$ cat src/rtl/sector_write_verify_compare_assert.svh
// Assertion macros shared by the sector write-verify comparator.
`ifndef SECTOR_WRITE_VERIFY_COMPARE_ASSERT_SVH
`define SECTOR_WRITE_VERIFY_COMPARE_ASSERT_SVH

// Same-cycle implication, checked outside reset.
`define SWVC_ASSERT_NOW(lbl, ante, cons, msg) \
    lbl: assert property (@(posedge clk) disable iff (!rst_n) (ante) |-> (cons)) \
        else $error(msg);

// Next-cycle implication, checked outside reset.
`define SWVC_ASSERT_NEXT(lbl, ante, cons, msg) \
    lbl: assert property (@(posedge clk) disable iff (!rst_n) (ante) |=> (cons)) \
        else $error(msg);

`endif

$ cat src/rtl/swvc_pkg.sv
// Package with types, constants and the CRC step of the write-verify comparator.
package swvc_pkg;

    localparam int MAX_BYTES = 65536;
    localparam int CNT_WIDTH = 17;
    localparam int CNT_WIDTH_MAX = 131071;
    localparam int CNT_LIMIT_INT = (MAX_BYTES < CNT_WIDTH_MAX) ? MAX_BYTES : CNT_WIDTH_MAX;
    localparam logic [CNT_WIDTH-1:0] CNT_LIMIT = CNT_WIDTH'(CNT_LIMIT_INT);
    localparam logic [CNT_WIDTH-1:0] OFFSET_MAX = 17'd65535;

    localparam logic [31:0] CRC_POLY = 32'hEDB88320;
    localparam logic [31:0] CRC_INIT = 32'hFFFFFFFF;

    localparam logic [CNT_WIDTH-1:0] MAX_LOGGED_RESET = 17'd100;
    localparam int QUEUE_DEPTH_DEFAULT = 4;

    typedef enum logic
    {
        KIND_MISMATCH = 1'b0,
        KIND_SUMMARY  = 1'b1
    } kind_t;

    typedef enum logic
    {
        STATUS_OK       = 1'b0,
        STATUS_MISMATCH = 1'b1
    } status_t;

    typedef struct packed
    {
        logic [7:0] expected_byte;
        logic [7:0] actual_byte;
        logic       last_byte;
    } pair_t;

    typedef struct packed
    {
        kind_t                record_kind;
        logic [15:0]          byte_offset;
        logic [7:0]           expected_value;
        logic [7:0]           actual_value;
        logic [7:0]           difference_bits;
        logic [31:0]          crc_of_expected;
        logic [31:0]          crc_of_actual;
        logic                 crc_agree;
        logic [CNT_WIDTH-1:0] matching_total;
        logic [CNT_WIDTH-1:0] mismatch_total;
        status_t              verify_status;
        logic                 last;
    } result_t;

    // Up to two results written into the queue in one cycle.
    typedef struct packed
    {
        logic [1:0] n;
        result_t    rec_a;
        result_t    rec_b;
    } push_t;

    typedef struct packed
    {
        logic room2;
    } queue_stat_t;

    typedef struct packed
    {
        logic sector_open;
    } core_stat_t;

    // One byte of a reflected CRC-32, bit by bit.
    function automatic logic [31:0] crc32_byte(input logic [31:0] crc, input logic [7:0] b);
        logic [31:0] c;
        c = crc ^ {24'd0, b};
        for (int k = 0; k < 8; k++)
        begin
            c = (c >> 1) ^ (CRC_POLY & {32{c[0]}});
        end
        return c;
    endfunction

    function automatic logic [CNT_WIDTH-1:0] sat_inc(input logic [CNT_WIDTH-1:0] v);
        return (v < CNT_LIMIT) ? v + 17'd1 : CNT_LIMIT;
    endfunction

endpackage

$ cat src/rtl/swvc_if.sv
// Handshake interfaces for the byte-pair requests and the result records.
interface swvc_pair_if;
    logic       valid;
    logic       ready;
    logic [7:0] expected_byte;
    logic [7:0] actual_byte;
    logic       last_byte;

    modport source (output valid, output expected_byte, output actual_byte,
                    output last_byte, input ready);
    modport sink (input valid, input expected_byte, input actual_byte,
                  input last_byte, output ready);
endinterface

interface swvc_result_if;
    logic        valid;
    logic        ready;
    logic        record_kind;
    logic [15:0] byte_offset;
    logic [7:0]  expected_value;
    logic [7:0]  actual_value;
    logic [7:0]  difference_bits;
    logic [31:0] crc_of_expected;
    logic [31:0] crc_of_actual;
    logic        crc_agree;
    logic [16:0] matching_total;
    logic [16:0] mismatch_total;
    logic        verify_status;
    logic        last;

    modport source (output valid, output record_kind, output byte_offset,
                    output expected_value, output actual_value, output difference_bits,
                    output crc_of_expected, output crc_of_actual, output crc_agree,
                    output matching_total, output mismatch_total, output verify_status,
                    output last, input ready);
    modport sink (input valid, input record_kind, input byte_offset,
                  input expected_value, input actual_value, input difference_bits,
                  input crc_of_expected, input crc_of_actual, input crc_agree,
                  input matching_total, input mismatch_total, input verify_status,
                  input last, output ready);
endinterface

$ cat src/rtl/sector_write_verify_compare.sv
// Top level of the sector write-verify comparator.
// The block compares the bytes written to a sector with the bytes read back.
// Each request on byte_pair carries the written byte, the read-back byte and
// a flag on the last byte of the sector. Results leave on the result channel:
// a mismatch record for a differing byte while fewer than max_logged
// mismatches have been seen in the sector, and a summary with both CRC-32
// values, the byte counts and the status after the last byte. The field last
// marks the final result caused by one request.
// A request is registered in the input register when it is accepted and is worked on
// by the core once two queue entries are free; its results leave through the queue.
// One request per cycle is taken as long as each gives at most one result and the
// receiver takes the results; the output sends one result per cycle, so requests that
// give two are held back once the four-entry result queue runs short of room.
// The byte-wide CRC update is the longest path between registers.
// Reset clears the CRCs to all ones, the counters to zero, the queue to empty
// and sets max_logged to 100; no clearing pass is needed.
// When the receiver stalls, results wait in the queue and requests are
// refused only when fewer than two queue entries are free.
// max_logged is to be written through cfg_wr_en and cfg_wr_data only while idle; the block does not enforce it.
`include "sector_write_verify_compare_assert.svh"

module sector_write_verify_compare
    import swvc_pkg::*;
#(
    parameter int QUEUE_DEPTH = QUEUE_DEPTH_DEFAULT
)
(
    input  logic                 clk,
    input  logic                 rst_n,
    input  logic                 cfg_wr_en,
    input  logic [CNT_WIDTH-1:0] cfg_wr_data,
    swvc_pair_if.sink            byte_pair,
    swvc_result_if.source        result
);

    logic [CNT_WIDTH-1:0] max_logged_reg;
    logic                 item_valid;
    pair_t                item;
    logic                 fire;
    push_t                push;
    queue_stat_t          qstat;
    core_stat_t           cstat;
    logic                 double_order_ok;

    // The limit register; it is to be written only while no request is in flight, which the block does not enforce.
    always_ff @(posedge clk or negedge rst_n)
    begin
        if (!rst_n)
        begin
            max_logged_reg <= MAX_LOGGED_RESET;
        end
        else if (cfg_wr_en)
        begin
            max_logged_reg <= cfg_wr_data;
        end
    end

    swvc_in_reg u_in_reg
    (
        .clk        (clk),
        .rst_n      (rst_n),
        .byte_pair  (byte_pair),
        .take       (fire),
        .item_valid (item_valid),
        .item       (item)
    );

    swvc_core u_core
    (
        .clk        (clk),
        .rst_n      (rst_n),
        .max_logged (max_logged_reg),
        .item_valid (item_valid),
        .item       (item),
        .qstat      (qstat),
        .fire       (fire),
        .push       (push),
        .stat       (cstat)
    );

    swvc_queue #(
        .QUEUE_DEPTH (QUEUE_DEPTH)
    ) u_queue
    (
        .clk    (clk),
        .rst_n  (rst_n),
        .push   (push),
        .qstat  (qstat),
        .result (result)
    );

    assign double_order_ok = (push.rec_a.record_kind == KIND_MISMATCH) && !push.rec_a.last
                             && (push.rec_b.record_kind == KIND_SUMMARY) && push.rec_b.last;

    // The core only writes the queue when two entries are free.
    `SWVC_ASSERT_NOW(a_push_has_room, push.n != 2'd0, qstat.room2, "queue written without room")

    // A double write is a mismatch record followed by the closing summary.
    `SWVC_ASSERT_NOW(a_double_order, push.n == 2'd2, double_order_ok, "bad record order")

    // The last byte of a sector leaves the sector state cleared.
    `SWVC_ASSERT_NEXT(a_sector_clears, fire && item.last_byte, !cstat.sector_open, "sector not cleared")

endmodule

$ cat src/rtl/swvc_in_reg.sv
// Input register that holds one byte pair until the core takes it.
module swvc_in_reg
    import swvc_pkg::*;
(
    input  logic        clk,
    input  logic        rst_n,
    swvc_pair_if.sink   byte_pair,
    input  logic        take,
    output logic        item_valid,
    output pair_t       item
);

    logic  valid_reg;
    logic  valid_next;
    pair_t item_reg;
    logic  accept;

    assign byte_pair.ready = !valid_reg || take;
    assign accept = byte_pair.valid && byte_pair.ready;

    always_comb
    begin
        valid_next = valid_reg;
        if (accept)
        begin
            valid_next = 1'b1;
        end
        else if (take)
        begin
            valid_next = 1'b0;
        end
    end

    always_ff @(posedge clk or negedge rst_n)
    begin
        if (!rst_n)
        begin
            valid_reg <= 1'b0;
        end
        else
        begin
            valid_reg <= valid_next;
        end
    end

    always_ff @(posedge clk)
    begin
        if (accept)
        begin
            item_reg <= '{expected_byte: byte_pair.expected_byte,
                          actual_byte:   byte_pair.actual_byte,
                          last_byte:     byte_pair.last_byte};
        end
    end

    assign item_valid = valid_reg;
    assign item = item_reg;

endmodule

$ cat src/rtl/swvc_core.sv
// Sector state: running CRCs, counters and formation of the result records.
module swvc_core
    import swvc_pkg::*;
(
    input  logic                 clk,
    input  logic                 rst_n,
    input  logic [CNT_WIDTH-1:0] max_logged,
    input  logic                 item_valid,
    input  pair_t                item,
    input  queue_stat_t          qstat,
    output logic                 fire,
    output push_t                push,
    output core_stat_t           stat
);

    logic [31:0]          crc_e_reg;
    logic [31:0]          crc_e_next;
    logic [31:0]          crc_a_reg;
    logic [31:0]          crc_a_next;
    logic [CNT_WIDTH-1:0] position_reg;
    logic [CNT_WIDTH-1:0] position_next;
    logic [CNT_WIDTH-1:0] equal_reg;
    logic [CNT_WIDTH-1:0] equal_next;
    logic [CNT_WIDTH-1:0] differ_reg;
    logic [CNT_WIDTH-1:0] differ_next;

    logic [31:0]          crc_e_upd;
    logic [31:0]          crc_a_upd;
    logic [CNT_WIDTH-1:0] equal_upd;
    logic [CNT_WIDTH-1:0] differ_upd;
    logic [CNT_WIDTH-1:0] offset_sat;
    logic                 mismatch;
    logic                 log_it;
    result_t              mis_rec;
    result_t              sum_rec;

    assign fire = item_valid && qstat.room2;

    assign crc_e_upd = crc32_byte(crc_e_reg, item.expected_byte);
    assign crc_a_upd = crc32_byte(crc_a_reg, item.actual_byte);
    assign mismatch = item.expected_byte != item.actual_byte;
    assign log_it = mismatch && (differ_reg < max_logged);
    assign equal_upd = mismatch ? equal_reg : sat_inc(equal_reg);
    assign differ_upd = mismatch ? sat_inc(differ_reg) : differ_reg;
    assign offset_sat = (position_reg < OFFSET_MAX) ? position_reg : OFFSET_MAX;

    always_comb
    begin
        mis_rec = '0;
        mis_rec.record_kind = KIND_MISMATCH;
        mis_rec.byte_offset = offset_sat[15:0];
        mis_rec.expected_value = item.expected_byte;
        mis_rec.actual_value = item.actual_byte;
        mis_rec.difference_bits = item.expected_byte ^ item.actual_byte;
        mis_rec.verify_status = STATUS_OK;
        mis_rec.last = !item.last_byte;

        sum_rec = '0;
        sum_rec.record_kind = KIND_SUMMARY;
        sum_rec.crc_of_expected = ~crc_e_upd;
        sum_rec.crc_of_actual = ~crc_a_upd;
        sum_rec.crc_agree = crc_e_upd == crc_a_upd;
        sum_rec.matching_total = equal_upd;
        sum_rec.mismatch_total = differ_upd;
        sum_rec.verify_status = (differ_upd != '0) ? STATUS_MISMATCH : STATUS_OK;
        sum_rec.last = 1'b1;
    end

    // A logged mismatch always goes first; the summary follows it on the last byte.
    always_comb
    begin
        push.rec_a = log_it ? mis_rec : sum_rec;
        push.rec_b = sum_rec;
        if (!fire)
        begin
            push.n = 2'd0;
        end
        else
        begin
            push.n = {1'b0, log_it} + {1'b0, item.last_byte};
        end
    end

    always_comb
    begin
        crc_e_next = crc_e_reg;
        crc_a_next = crc_a_reg;
        position_next = position_reg;
        equal_next = equal_reg;
        differ_next = differ_reg;
        if (fire)
        begin
            if (item.last_byte)
            begin
                crc_e_next = CRC_INIT;
                crc_a_next = CRC_INIT;
                position_next = '0;
                equal_next = '0;
                differ_next = '0;
            end
            else
            begin
                crc_e_next = crc_e_upd;
                crc_a_next = crc_a_upd;
                position_next = sat_inc(position_reg);
                equal_next = equal_upd;
                differ_next = differ_upd;
            end
        end
    end

    always_ff @(posedge clk or negedge rst_n)
    begin
        if (!rst_n)
        begin
            crc_e_reg <= CRC_INIT;
            crc_a_reg <= CRC_INIT;
            position_reg <= '0;
            equal_reg <= '0;
            differ_reg <= '0;
        end
        else
        begin
            crc_e_reg <= crc_e_next;
            crc_a_reg <= crc_a_next;
            position_reg <= position_next;
            equal_reg <= equal_next;
            differ_reg <= differ_next;
        end
    end

    assign stat.sector_open = position_reg != '0;

endmodule

$ cat src/rtl/swvc_queue.sv
// Small result queue that takes up to two records a cycle and sends one while the receiver is ready.
module swvc_queue
    import swvc_pkg::*;
#(
    parameter int QUEUE_DEPTH = QUEUE_DEPTH_DEFAULT
)
(
    input  logic          clk,
    input  logic          rst_n,
    input  push_t         push,
    output queue_stat_t   qstat,
    swvc_result_if.source result
);

    localparam int PW = $clog2(QUEUE_DEPTH);
    localparam int CW = $clog2(QUEUE_DEPTH + 1);
    localparam logic [PW-1:0] LAST_SLOT = PW'(QUEUE_DEPTH - 1);
    localparam logic [CW-1:0] ROOM_LIMIT = CW'(QUEUE_DEPTH - 2);

    result_t         mem_reg [QUEUE_DEPTH];
    logic [PW-1:0]   wr_ptr_reg;
    logic [PW-1:0]   wr_ptr_next;
    logic [PW-1:0]   rd_ptr_reg;
    logic [PW-1:0]   rd_ptr_next;
    logic [CW-1:0]   count_reg;
    logic [CW-1:0]   count_next;
    logic [PW-1:0]   wr_ptr_p1;
    logic [PW-1:0]   wr_ptr_p2;
    logic            pop;
    result_t         head;

    function automatic logic [PW-1:0] wrap_inc(input logic [PW-1:0] p);
        return (p == LAST_SLOT) ? '0 : p + PW'(1);
    endfunction

    assign wr_ptr_p1 = wrap_inc(wr_ptr_reg);
    assign wr_ptr_p2 = wrap_inc(wr_ptr_p1);
    assign pop = result.valid && result.ready;
    assign qstat.room2 = count_reg <= ROOM_LIMIT;

    always_comb
    begin
        rd_ptr_next = pop ? wrap_inc(rd_ptr_reg) : rd_ptr_reg;
        count_next = count_reg + CW'(push.n) - CW'(pop);
        unique case (push.n)
            2'd1:    wr_ptr_next = wr_ptr_p1;
            2'd2:    wr_ptr_next = wr_ptr_p2;
            default: wr_ptr_next = wr_ptr_reg;
        endcase
    end

    always_ff @(posedge clk or negedge rst_n)
    begin
        if (!rst_n)
        begin
            wr_ptr_reg <= '0;
            rd_ptr_reg <= '0;
            count_reg <= '0;
        end
        else
        begin
            wr_ptr_reg <= wr_ptr_next;
            rd_ptr_reg <= rd_ptr_next;
            count_reg <= count_next;
        end
    end

    always_ff @(posedge clk)
    begin
        if (push.n != 2'd0)
        begin
            mem_reg[wr_ptr_reg] <= push.rec_a;
        end
        if (push.n == 2'd2)
        begin
            mem_reg[wr_ptr_p1] <= push.rec_b;
        end
    end

    assign head = mem_reg[rd_ptr_reg];

    assign result.valid = count_reg != '0;
    assign result.record_kind = head.record_kind;
    assign result.byte_offset = head.byte_offset;
    assign result.expected_value = head.expected_value;
    assign result.actual_value = head.actual_value;
    assign result.difference_bits = head.difference_bits;
    assign result.crc_of_expected = head.crc_of_expected;
    assign result.crc_of_actual = head.crc_of_actual;
    assign result.crc_agree = head.crc_agree;
    assign result.matching_total = head.matching_total;
    assign result.mismatch_total = head.mismatch_total;
    assign result.verify_status = head.verify_status;
    assign result.last = head.last;

endmodule

$ cat src/flat_wrapper.sv
// flat-port wrapper written by rule: the top's interface ports become plain ports
module sector_write_verify_compare_flat import swvc_pkg::*;
#(
    parameter int QUEUE_DEPTH = QUEUE_DEPTH_DEFAULT
)
  (clk, rst_n, cfg_wr_en, cfg_wr_data, byte_pair_valid, byte_pair_expected_byte, byte_pair_actual_byte, byte_pair_last_byte, byte_pair_ready, result_valid, result_record_kind, result_byte_offset, result_expected_value, result_actual_value, result_difference_bits, result_crc_of_expected, result_crc_of_actual, result_crc_agree, result_matching_total, result_mismatch_total, result_verify_status, result_last, result_ready);
  swvc_pair_if byte_pair_i ();
  swvc_result_if result_i ();
  input  logic clk;
  input  logic rst_n;
  input  logic cfg_wr_en;
  input  logic [CNT_WIDTH-1:0] cfg_wr_data;
  input wire logic [$bits(byte_pair_i.valid)-1:0] byte_pair_valid;
  input wire logic [$bits(byte_pair_i.expected_byte)-1:0] byte_pair_expected_byte;
  input wire logic [$bits(byte_pair_i.actual_byte)-1:0] byte_pair_actual_byte;
  input wire logic [$bits(byte_pair_i.last_byte)-1:0] byte_pair_last_byte;
  output wire logic [$bits(byte_pair_i.ready)-1:0] byte_pair_ready;
  output wire logic [$bits(result_i.valid)-1:0] result_valid;
  output wire logic [$bits(result_i.record_kind)-1:0] result_record_kind;
  output wire logic [$bits(result_i.byte_offset)-1:0] result_byte_offset;
  output wire logic [$bits(result_i.expected_value)-1:0] result_expected_value;
  output wire logic [$bits(result_i.actual_value)-1:0] result_actual_value;
  output wire logic [$bits(result_i.difference_bits)-1:0] result_difference_bits;
  output wire logic [$bits(result_i.crc_of_expected)-1:0] result_crc_of_expected;
  output wire logic [$bits(result_i.crc_of_actual)-1:0] result_crc_of_actual;
  output wire logic [$bits(result_i.crc_agree)-1:0] result_crc_agree;
  output wire logic [$bits(result_i.matching_total)-1:0] result_matching_total;
  output wire logic [$bits(result_i.mismatch_total)-1:0] result_mismatch_total;
  output wire logic [$bits(result_i.verify_status)-1:0] result_verify_status;
  output wire logic [$bits(result_i.last)-1:0] result_last;
  input wire logic [$bits(result_i.ready)-1:0] result_ready;
  assign byte_pair_i.valid = byte_pair_valid;
  assign byte_pair_i.expected_byte = byte_pair_expected_byte;
  assign byte_pair_i.actual_byte = byte_pair_actual_byte;
  assign byte_pair_i.last_byte = byte_pair_last_byte;
  assign byte_pair_ready = byte_pair_i.ready;
  assign result_valid = result_i.valid;
  assign result_record_kind = result_i.record_kind;
  assign result_byte_offset = result_i.byte_offset;
  assign result_expected_value = result_i.expected_value;
  assign result_actual_value = result_i.actual_value;
  assign result_difference_bits = result_i.difference_bits;
  assign result_crc_of_expected = result_i.crc_of_expected;
  assign result_crc_of_actual = result_i.crc_of_actual;
  assign result_crc_agree = result_i.crc_agree;
  assign result_matching_total = result_i.matching_total;
  assign result_mismatch_total = result_i.mismatch_total;
  assign result_verify_status = result_i.verify_status;
  assign result_last = result_i.last;
  assign result_i.ready = result_ready;
  sector_write_verify_compare #(.QUEUE_DEPTH(QUEUE_DEPTH)) u_core (.clk(clk), .rst_n(rst_n), .cfg_wr_en(cfg_wr_en), .cfg_wr_data(cfg_wr_data), .byte_pair(byte_pair_i), .result(result_i));
endmodule
$ cat config.mk
export PLATFORM = sky130hd
export DESIGN_NAME = sector_write_verify_compare_flat
export DESIGN_NICKNAME = d
export VERILOG_FILES = /design/src/rtl/swvc_pkg.sv /design/src/rtl/swvc_if.sv /design/src/rtl/sector_write_verify_compare.sv /design/src/rtl/swvc_in_reg.sv /design/src/rtl/swvc_core.sv /design/src/rtl/swvc_queue.sv /design/src/flat_wrapper.sv
export VERILOG_INCLUDE_DIRS = /design/src /design/src/rtl
export SDC_FILE = /design/constraint.sdc
export NUM_CORES = 1
export LEC_CHECK = 0
export BUFFER_PORTS_ARGS = -buffer_cell sky130_fd_sc_hd__buf_2
export CORE_ASPECT_RATIO = 0.9
export CORE_MARGIN = 3
export CORE_UTILIZATION = 30
export CTS_BUF_LIST = sky130_fd_sc_hd__clkbuf_8
export DETAILED_ROUTE_END_ITERATION = 10
export SLEW_MARGIN = 15
export SYNTH_ARGS = -nofsm -noshare
export SYNTH_HDL_FRONTEND = slang
export SYNTH_SLANG_ARGS = --single-unit
$ cat constraint.sdc
create_clock -name clk -period 8.23 [get_ports clk]
set_input_delay 0.823 -clock clk [delete_from_list [all_inputs] [get_ports clk]]
set_output_delay 0.823 -clock clk [all_outputs]
set_load 0.02 [all_outputs]
== Word-level counts from Yosys, hierarchy flattened ==
Memories as Yosys holds them, arrays and structs flattened.
Cells that the tools add are included.
Cells by class
  add/sub/neg operators: 9
  $lt $le $gt $ge: 6
  eq/ne operators: 7
  muxes and demuxes: 24
  bitwise operators: 21
  reductions and logical operators: 12
Operator list (number)
  31-bit by 32-bit bitwise XOR with 32-bit output: 16
  142-bit 2-to-1 mux: 1
  17-bit 2-to-1 mux: 8
  32-bit 2-to-1 mux: 2
  32-bit NOT: 2
  32-bit by 8-bit bitwise XOR with 32-bit output: 2
  17-bit by 1-bit adder with 17-bit output (second input constant): 3
  17-bit < comparator (second input constant): 3
  32-bit equality test: 1
  17-bit by 16-bit < comparator with 1-bit output (second input constant): 1
  17-bit < comparator: 1
  17-bit nonzero test: 1
  16-bit 2-to-1 mux: 1
  2-bit equality test (second input constant): 4
  2-bit 2-to-1 mux: 4
  8-bit != test: 1
  8-bit bitwise XOR: 1
  1-bit 2-to-1 mux: 7
  2-bit by 1-bit adder with 2-bit output (second input constant): 3
  2-bit nonzero test: 3
  1-bit logical AND: 4
  2-bit case mux with 2 select lines: 1
  3-bit by 2-bit adder with 3-bit output: 1
  3-bit by 2-bit <= comparator with 1-bit output (second input constant): 1
  6 further kinds: 7
Word-level totals
  register bits: 157
  memory bits (writable): 568
  bits of input ports: 39
  output and inout port bits: 144
  logic and storage cells: 93
  memories: 1
Memories
  u_core.u_queue.mem_reg: depth 4, width 142, rd ports 1, clocked after Yosys merged registers in 0, wr ports 2, RTL line swvc_queue.sv:20  | result_t mem_reg [QUEUE_DEPTH];

== Logic depth before layout (Yosys ltp) ==
  word-level depth: 11
  gate-level depth with buffers: 21
  mapped depth without buffers: 16

== Hierarchy ==
From an unflattened synthesis, not the netlist that was laid out.
Unflattened totals
  cell total of the unflattened synthesis: 2580
  area total of the unflattened synthesis: 38832.2 um2
By module, submodules not included
  swvc_queue: instances 1, cells each 1430, area an instance 27797.9 um2
  swvc_core: instances 1, cells each 1093, area an instance 9780.6 um2
  sector_write_verify_compare: instances 1, cells each 36, area an instance 689.4 um2
  swvc_in_reg: instances 1, cells each 21, area an instance 564.3 um2

== Worst setup path before layout ==
No wires, ideal clock.
  path type: register -> register
  start point: register u_core.u_in_reg.item_reg, in the netlist u_core.u_in_reg.item[12]
  end point: memory u_core.u_queue.mem_reg[3][100] (netlist name) (enable)
  setup time: 0.462 ns
  arrival: 5.443 ns
  required time: 7.768 ns
  setup slack: 2.325 ns
  stages on the path, launching flop included: 17
  path buffers: 6
  path through: edfxtp_1 clkbuf_2 xor2_1 nor4_1 and2_0 clkbuf_1 a211oi_1 buf_2 clkbuf_1 buf_2 o21a_1 ha_1 nor2_1 nor2_1 nand2_1 clkbuf_1 nand2_1
RTL lines
  start: declaration: RTL line swvc_in_reg.sv:15  | pair_t item_reg;
  start signal: assignment: RTL line swvc_in_reg.sv:50  | item_reg <= '{expected_byte: byte_pair.expected_byte,
  end: declaration: RTL line swvc_queue.sv:20

==> results_dict.tcl <==
set metrics [dict create \
    die_w_um 361.1 \
    vdd_drop_max_uv 344.3 \
    io_pins 183 \
    hold_viol_final 0 \
    synth-xor-area-share 0.07126 \
    drt_iter0_drc 2450 \
    combPwrFrac 0.521 \
    wirelength_um 101100 \
    crit_arrival_ps 6070 \
    power_switching_w 0.007951 \
    initial_core_util 0.3043 \
    grt_use_total 0.1681 \
    final_cell_mix "nor2_1 (439), edfxtp_1 (417), nand2_1 (272)" \
    via_count 23360 \
    maxSlewHeadroom 0.2723 \
    cts_tree "done" \
    crit_family "compound AO/OA/AOI/OAI gates" \
    path_clk_slew_ps 70 \
    power_density_nw_per_um2 460.7 \
    core-area_um2 111900 \
    p_leak_nw 14.21 \
    setup_viol 0 \
    fin_ws_ps 2595 \
    crit_fanout 90 \
    intPower_w 0.009862 \
    synth_largest_area_cell "edfxtp_1" \
    antenna_found_initial 2 \
    first_pass_iters 5 \
    postCtsSetupRepairBufs 0 \
    gp_congestion 0.8000 \
    ys_seq_area_frac 0.5719 \
    drv_slew 0 \
    placement.cell_area_um2 36410 \
    wl_per_cell_um 22.58 \
    clock_latency_ps 760 \
    grt_pass1_vias 22770 \
    multi_input_area_um2 13570 \
    clkSinkCount 725 \
    rows 116 \
    synth_top_family_by_area "compound AO/OA/AOI/OAI gates" \
    netlist_instances 2802 \
    endpoint_kind "register" \
    drive_gt1_frac 0.2207 \
    crit_type "register to register" \
    path_depth 15 \
    fin_crit_ps 5635 \
    seq_area_um2 19480 \
    synth_nets 2871 \
    power_w 0.01781 \
    ff2ff_path_depth 15 \
    htreeDepth 3 \
    p_seq_frac 0.308 \
    dp_slack_ps 2652 \
    synth_edf_count 417 \
    cap_viol_max_count 0 \
    cp_slowest_cell "a21oi_4" \
    ys_seq_elements 725 \
    rsz0062_at_grt "false" \
    grt_pass1_wl_um 151900 \
    ys_warn_count 0 \
    synth.area.top_cells "edfxtp_1 (37%), dfxtp_1 (9.9%), mux4_2 (9.4%), dfrtp_1 (5.4%), dfstp_2 (5.2%)" \
    clock_power_share 0.172 \
    tightest_slew_ps 1089 \
    cp_data_required_time_ps 8670 \
    min_path_type "input pin to async pin" \
    critPathBufInv 3 \
    switching_share 0.4464 \
    fin_skew_ps 40.73 \
    synth_area_um2 34050 \
    grt_max_degree 102 \
    fin_area_um2 38660 \
    synth-main-ff-cell "edfxtp_1" \
    largest_reg_flops 568 \
    timing.fmax_mhz 177.5 \
    totalNegativeSetupSlack_ps 0 \
    die-area_um2 117600 \
    clockBufferDepth 3 \
    synth_compound_area_frac 0.1122 \
    netlist.area_leader.share 0.3678 \
    status "finished clean" \
    crit_chain "xor2_1 -> nor4_2 -> buf_4 -> and2_1 -> a211oi_4 -> buf_4 -> o21a_1 -> ha_1 -> nand2_1 -> ha_1 -> nand2_1 -> o21ai_0 -> a21oi_4 -> buf_12 -> nor2_1" \
    min_period_over_period 0.6847 \
    final_common_cell "nor2_1" \
    ant_nets 0 \
    root_buffer "clkbuf_8" \
    ff2ff_setup_slack_ps 2600 \
    synth.distinct_cells 69 \
    muxShareOfSynthArea 0.09577 \
    n_fill_cell 11010 \
    cts_resized 0 \
    post-route-drc-count 0 \
    die_h_um 325.6 \
    holdBufCountCts 0 \
    dp_hpwl_um 61160 \
    vias_per_cell 5.219 \
    numPortBuffers 182 \
    cts_made_buffers 112 \
    async_reset_ff_frac 0.1931 \
    grt-ovfl-total 0 \
    synth.avg_cell_area_um2 12.15 \
    critPathMaxStageDelay_ps 880 \
    layout.nets 2971 \
    synthAdderAreaFrac 0.01125 \
    worstSetupStartpointType "register" \
    syn2layout_area_growth_pct 13.56 \
    synth_simple_gate_area_frac 0.1044 \
]
-- final timing paths --
| path | startpoint | end |
|---|---|---|
| min in group clk | byte_pair_last_byte | u_core.u_in_reg.item[0] |
| worst max-delay path | u_core.u_in_reg.item[9] | u_core.u_queue.mem_reg[0][59] |
| worst min-delay path | rst_n | u_core.u_queue.rd_ptr_reg[1] |
| worst max register to register | u_core.u_in_reg.item[9] | u_core.u_queue.mem_reg[0][59] |
| max in group asynchronous | rst_n | u_core.u_queue.count_reg[1] |
| worst min register to register | u_core.u_queue.mem_reg[2][141] | u_core.u_queue.mem_reg[2][141] |
-- power groups by stage --
stage / registers (W) / logic (W) / clock network [W]
after floorplan: 0.00531 / 0.00631 / 0
after global placement: 0.00551 / 0.00937 / 0
after detailed placement: 0.00555 / 0.00940 / 0
after CTS: 0.00548 / 0.00944 / 0.00313
after global routing: 0.00557 / 0.00989 / 0.00329
final: 0.00548 / 0.00927 / 0.00306
-- per-layer routing --
| metal | GRT usage | up-vias | wire, um |
|---|---|---|---|
| li1 | - | 10540 | - |
| met1 | 0.2355 | 11900 | 44250 |
| met2 | 0.2700 | 808 | 48460 |
| met3 | 0.03224 | 108 | 6592 |
| met4 | 0.03777 | 0 | 1783 |
| met5 | 0 | - | 0 |
-- per-stage QoR --
| stage | hold WS (ps) | util | instances |
|---|---|---|---|
| after floorplan | 418.5 | - | 2802 |
| after global placement | 428.1 | 0.3254 | 4263 |
| after detailed placement | 433.3 | 0.3254 | 4263 |
| after CTS | 63.08 | 0.3455 | 4474 |
| after global routing | 110.2 | 0.3455 | 4476 |
| final | 109.8 | 0.3455 | 4476 |
-- area by class of cell --
cell class,instances,area share
Clock buffer,127,0.04521
Multi-Input combinational cell,1792,0.3510
Tap cell,1475,0.04773
Clock inverter,84,0.01301
Timing Repair Buffer,235,0.03563
Antenna cell,2,0.0001294
Inverter,36,0.003495
Sequential cell,725,0.5038
-- synthesized netlist by cell type, drive strengths merged, types with 36 or more instances --
cell type and instances:
nor2 439, edfxtp 417, nand2 278, a21oi 210, clkbuf 181, dfxtp 168
o2111ai 162, mux4 142, xnor2 101, dfrtp 73, buf 68, o21ai 68
dfstp 67, xor2 60, o22a 59, inv 36
-- kinds of logic after synthesis --
kind of cell               Yosys count
and+or+nand+nor                    856
DFF                                725
AOI/OAI and AO/OA                  563
buffers and inverters              285
xor gates and xnor gates           195
muxes                              148
adders and majority gates           30
Power figures use the tool's default switching activity.
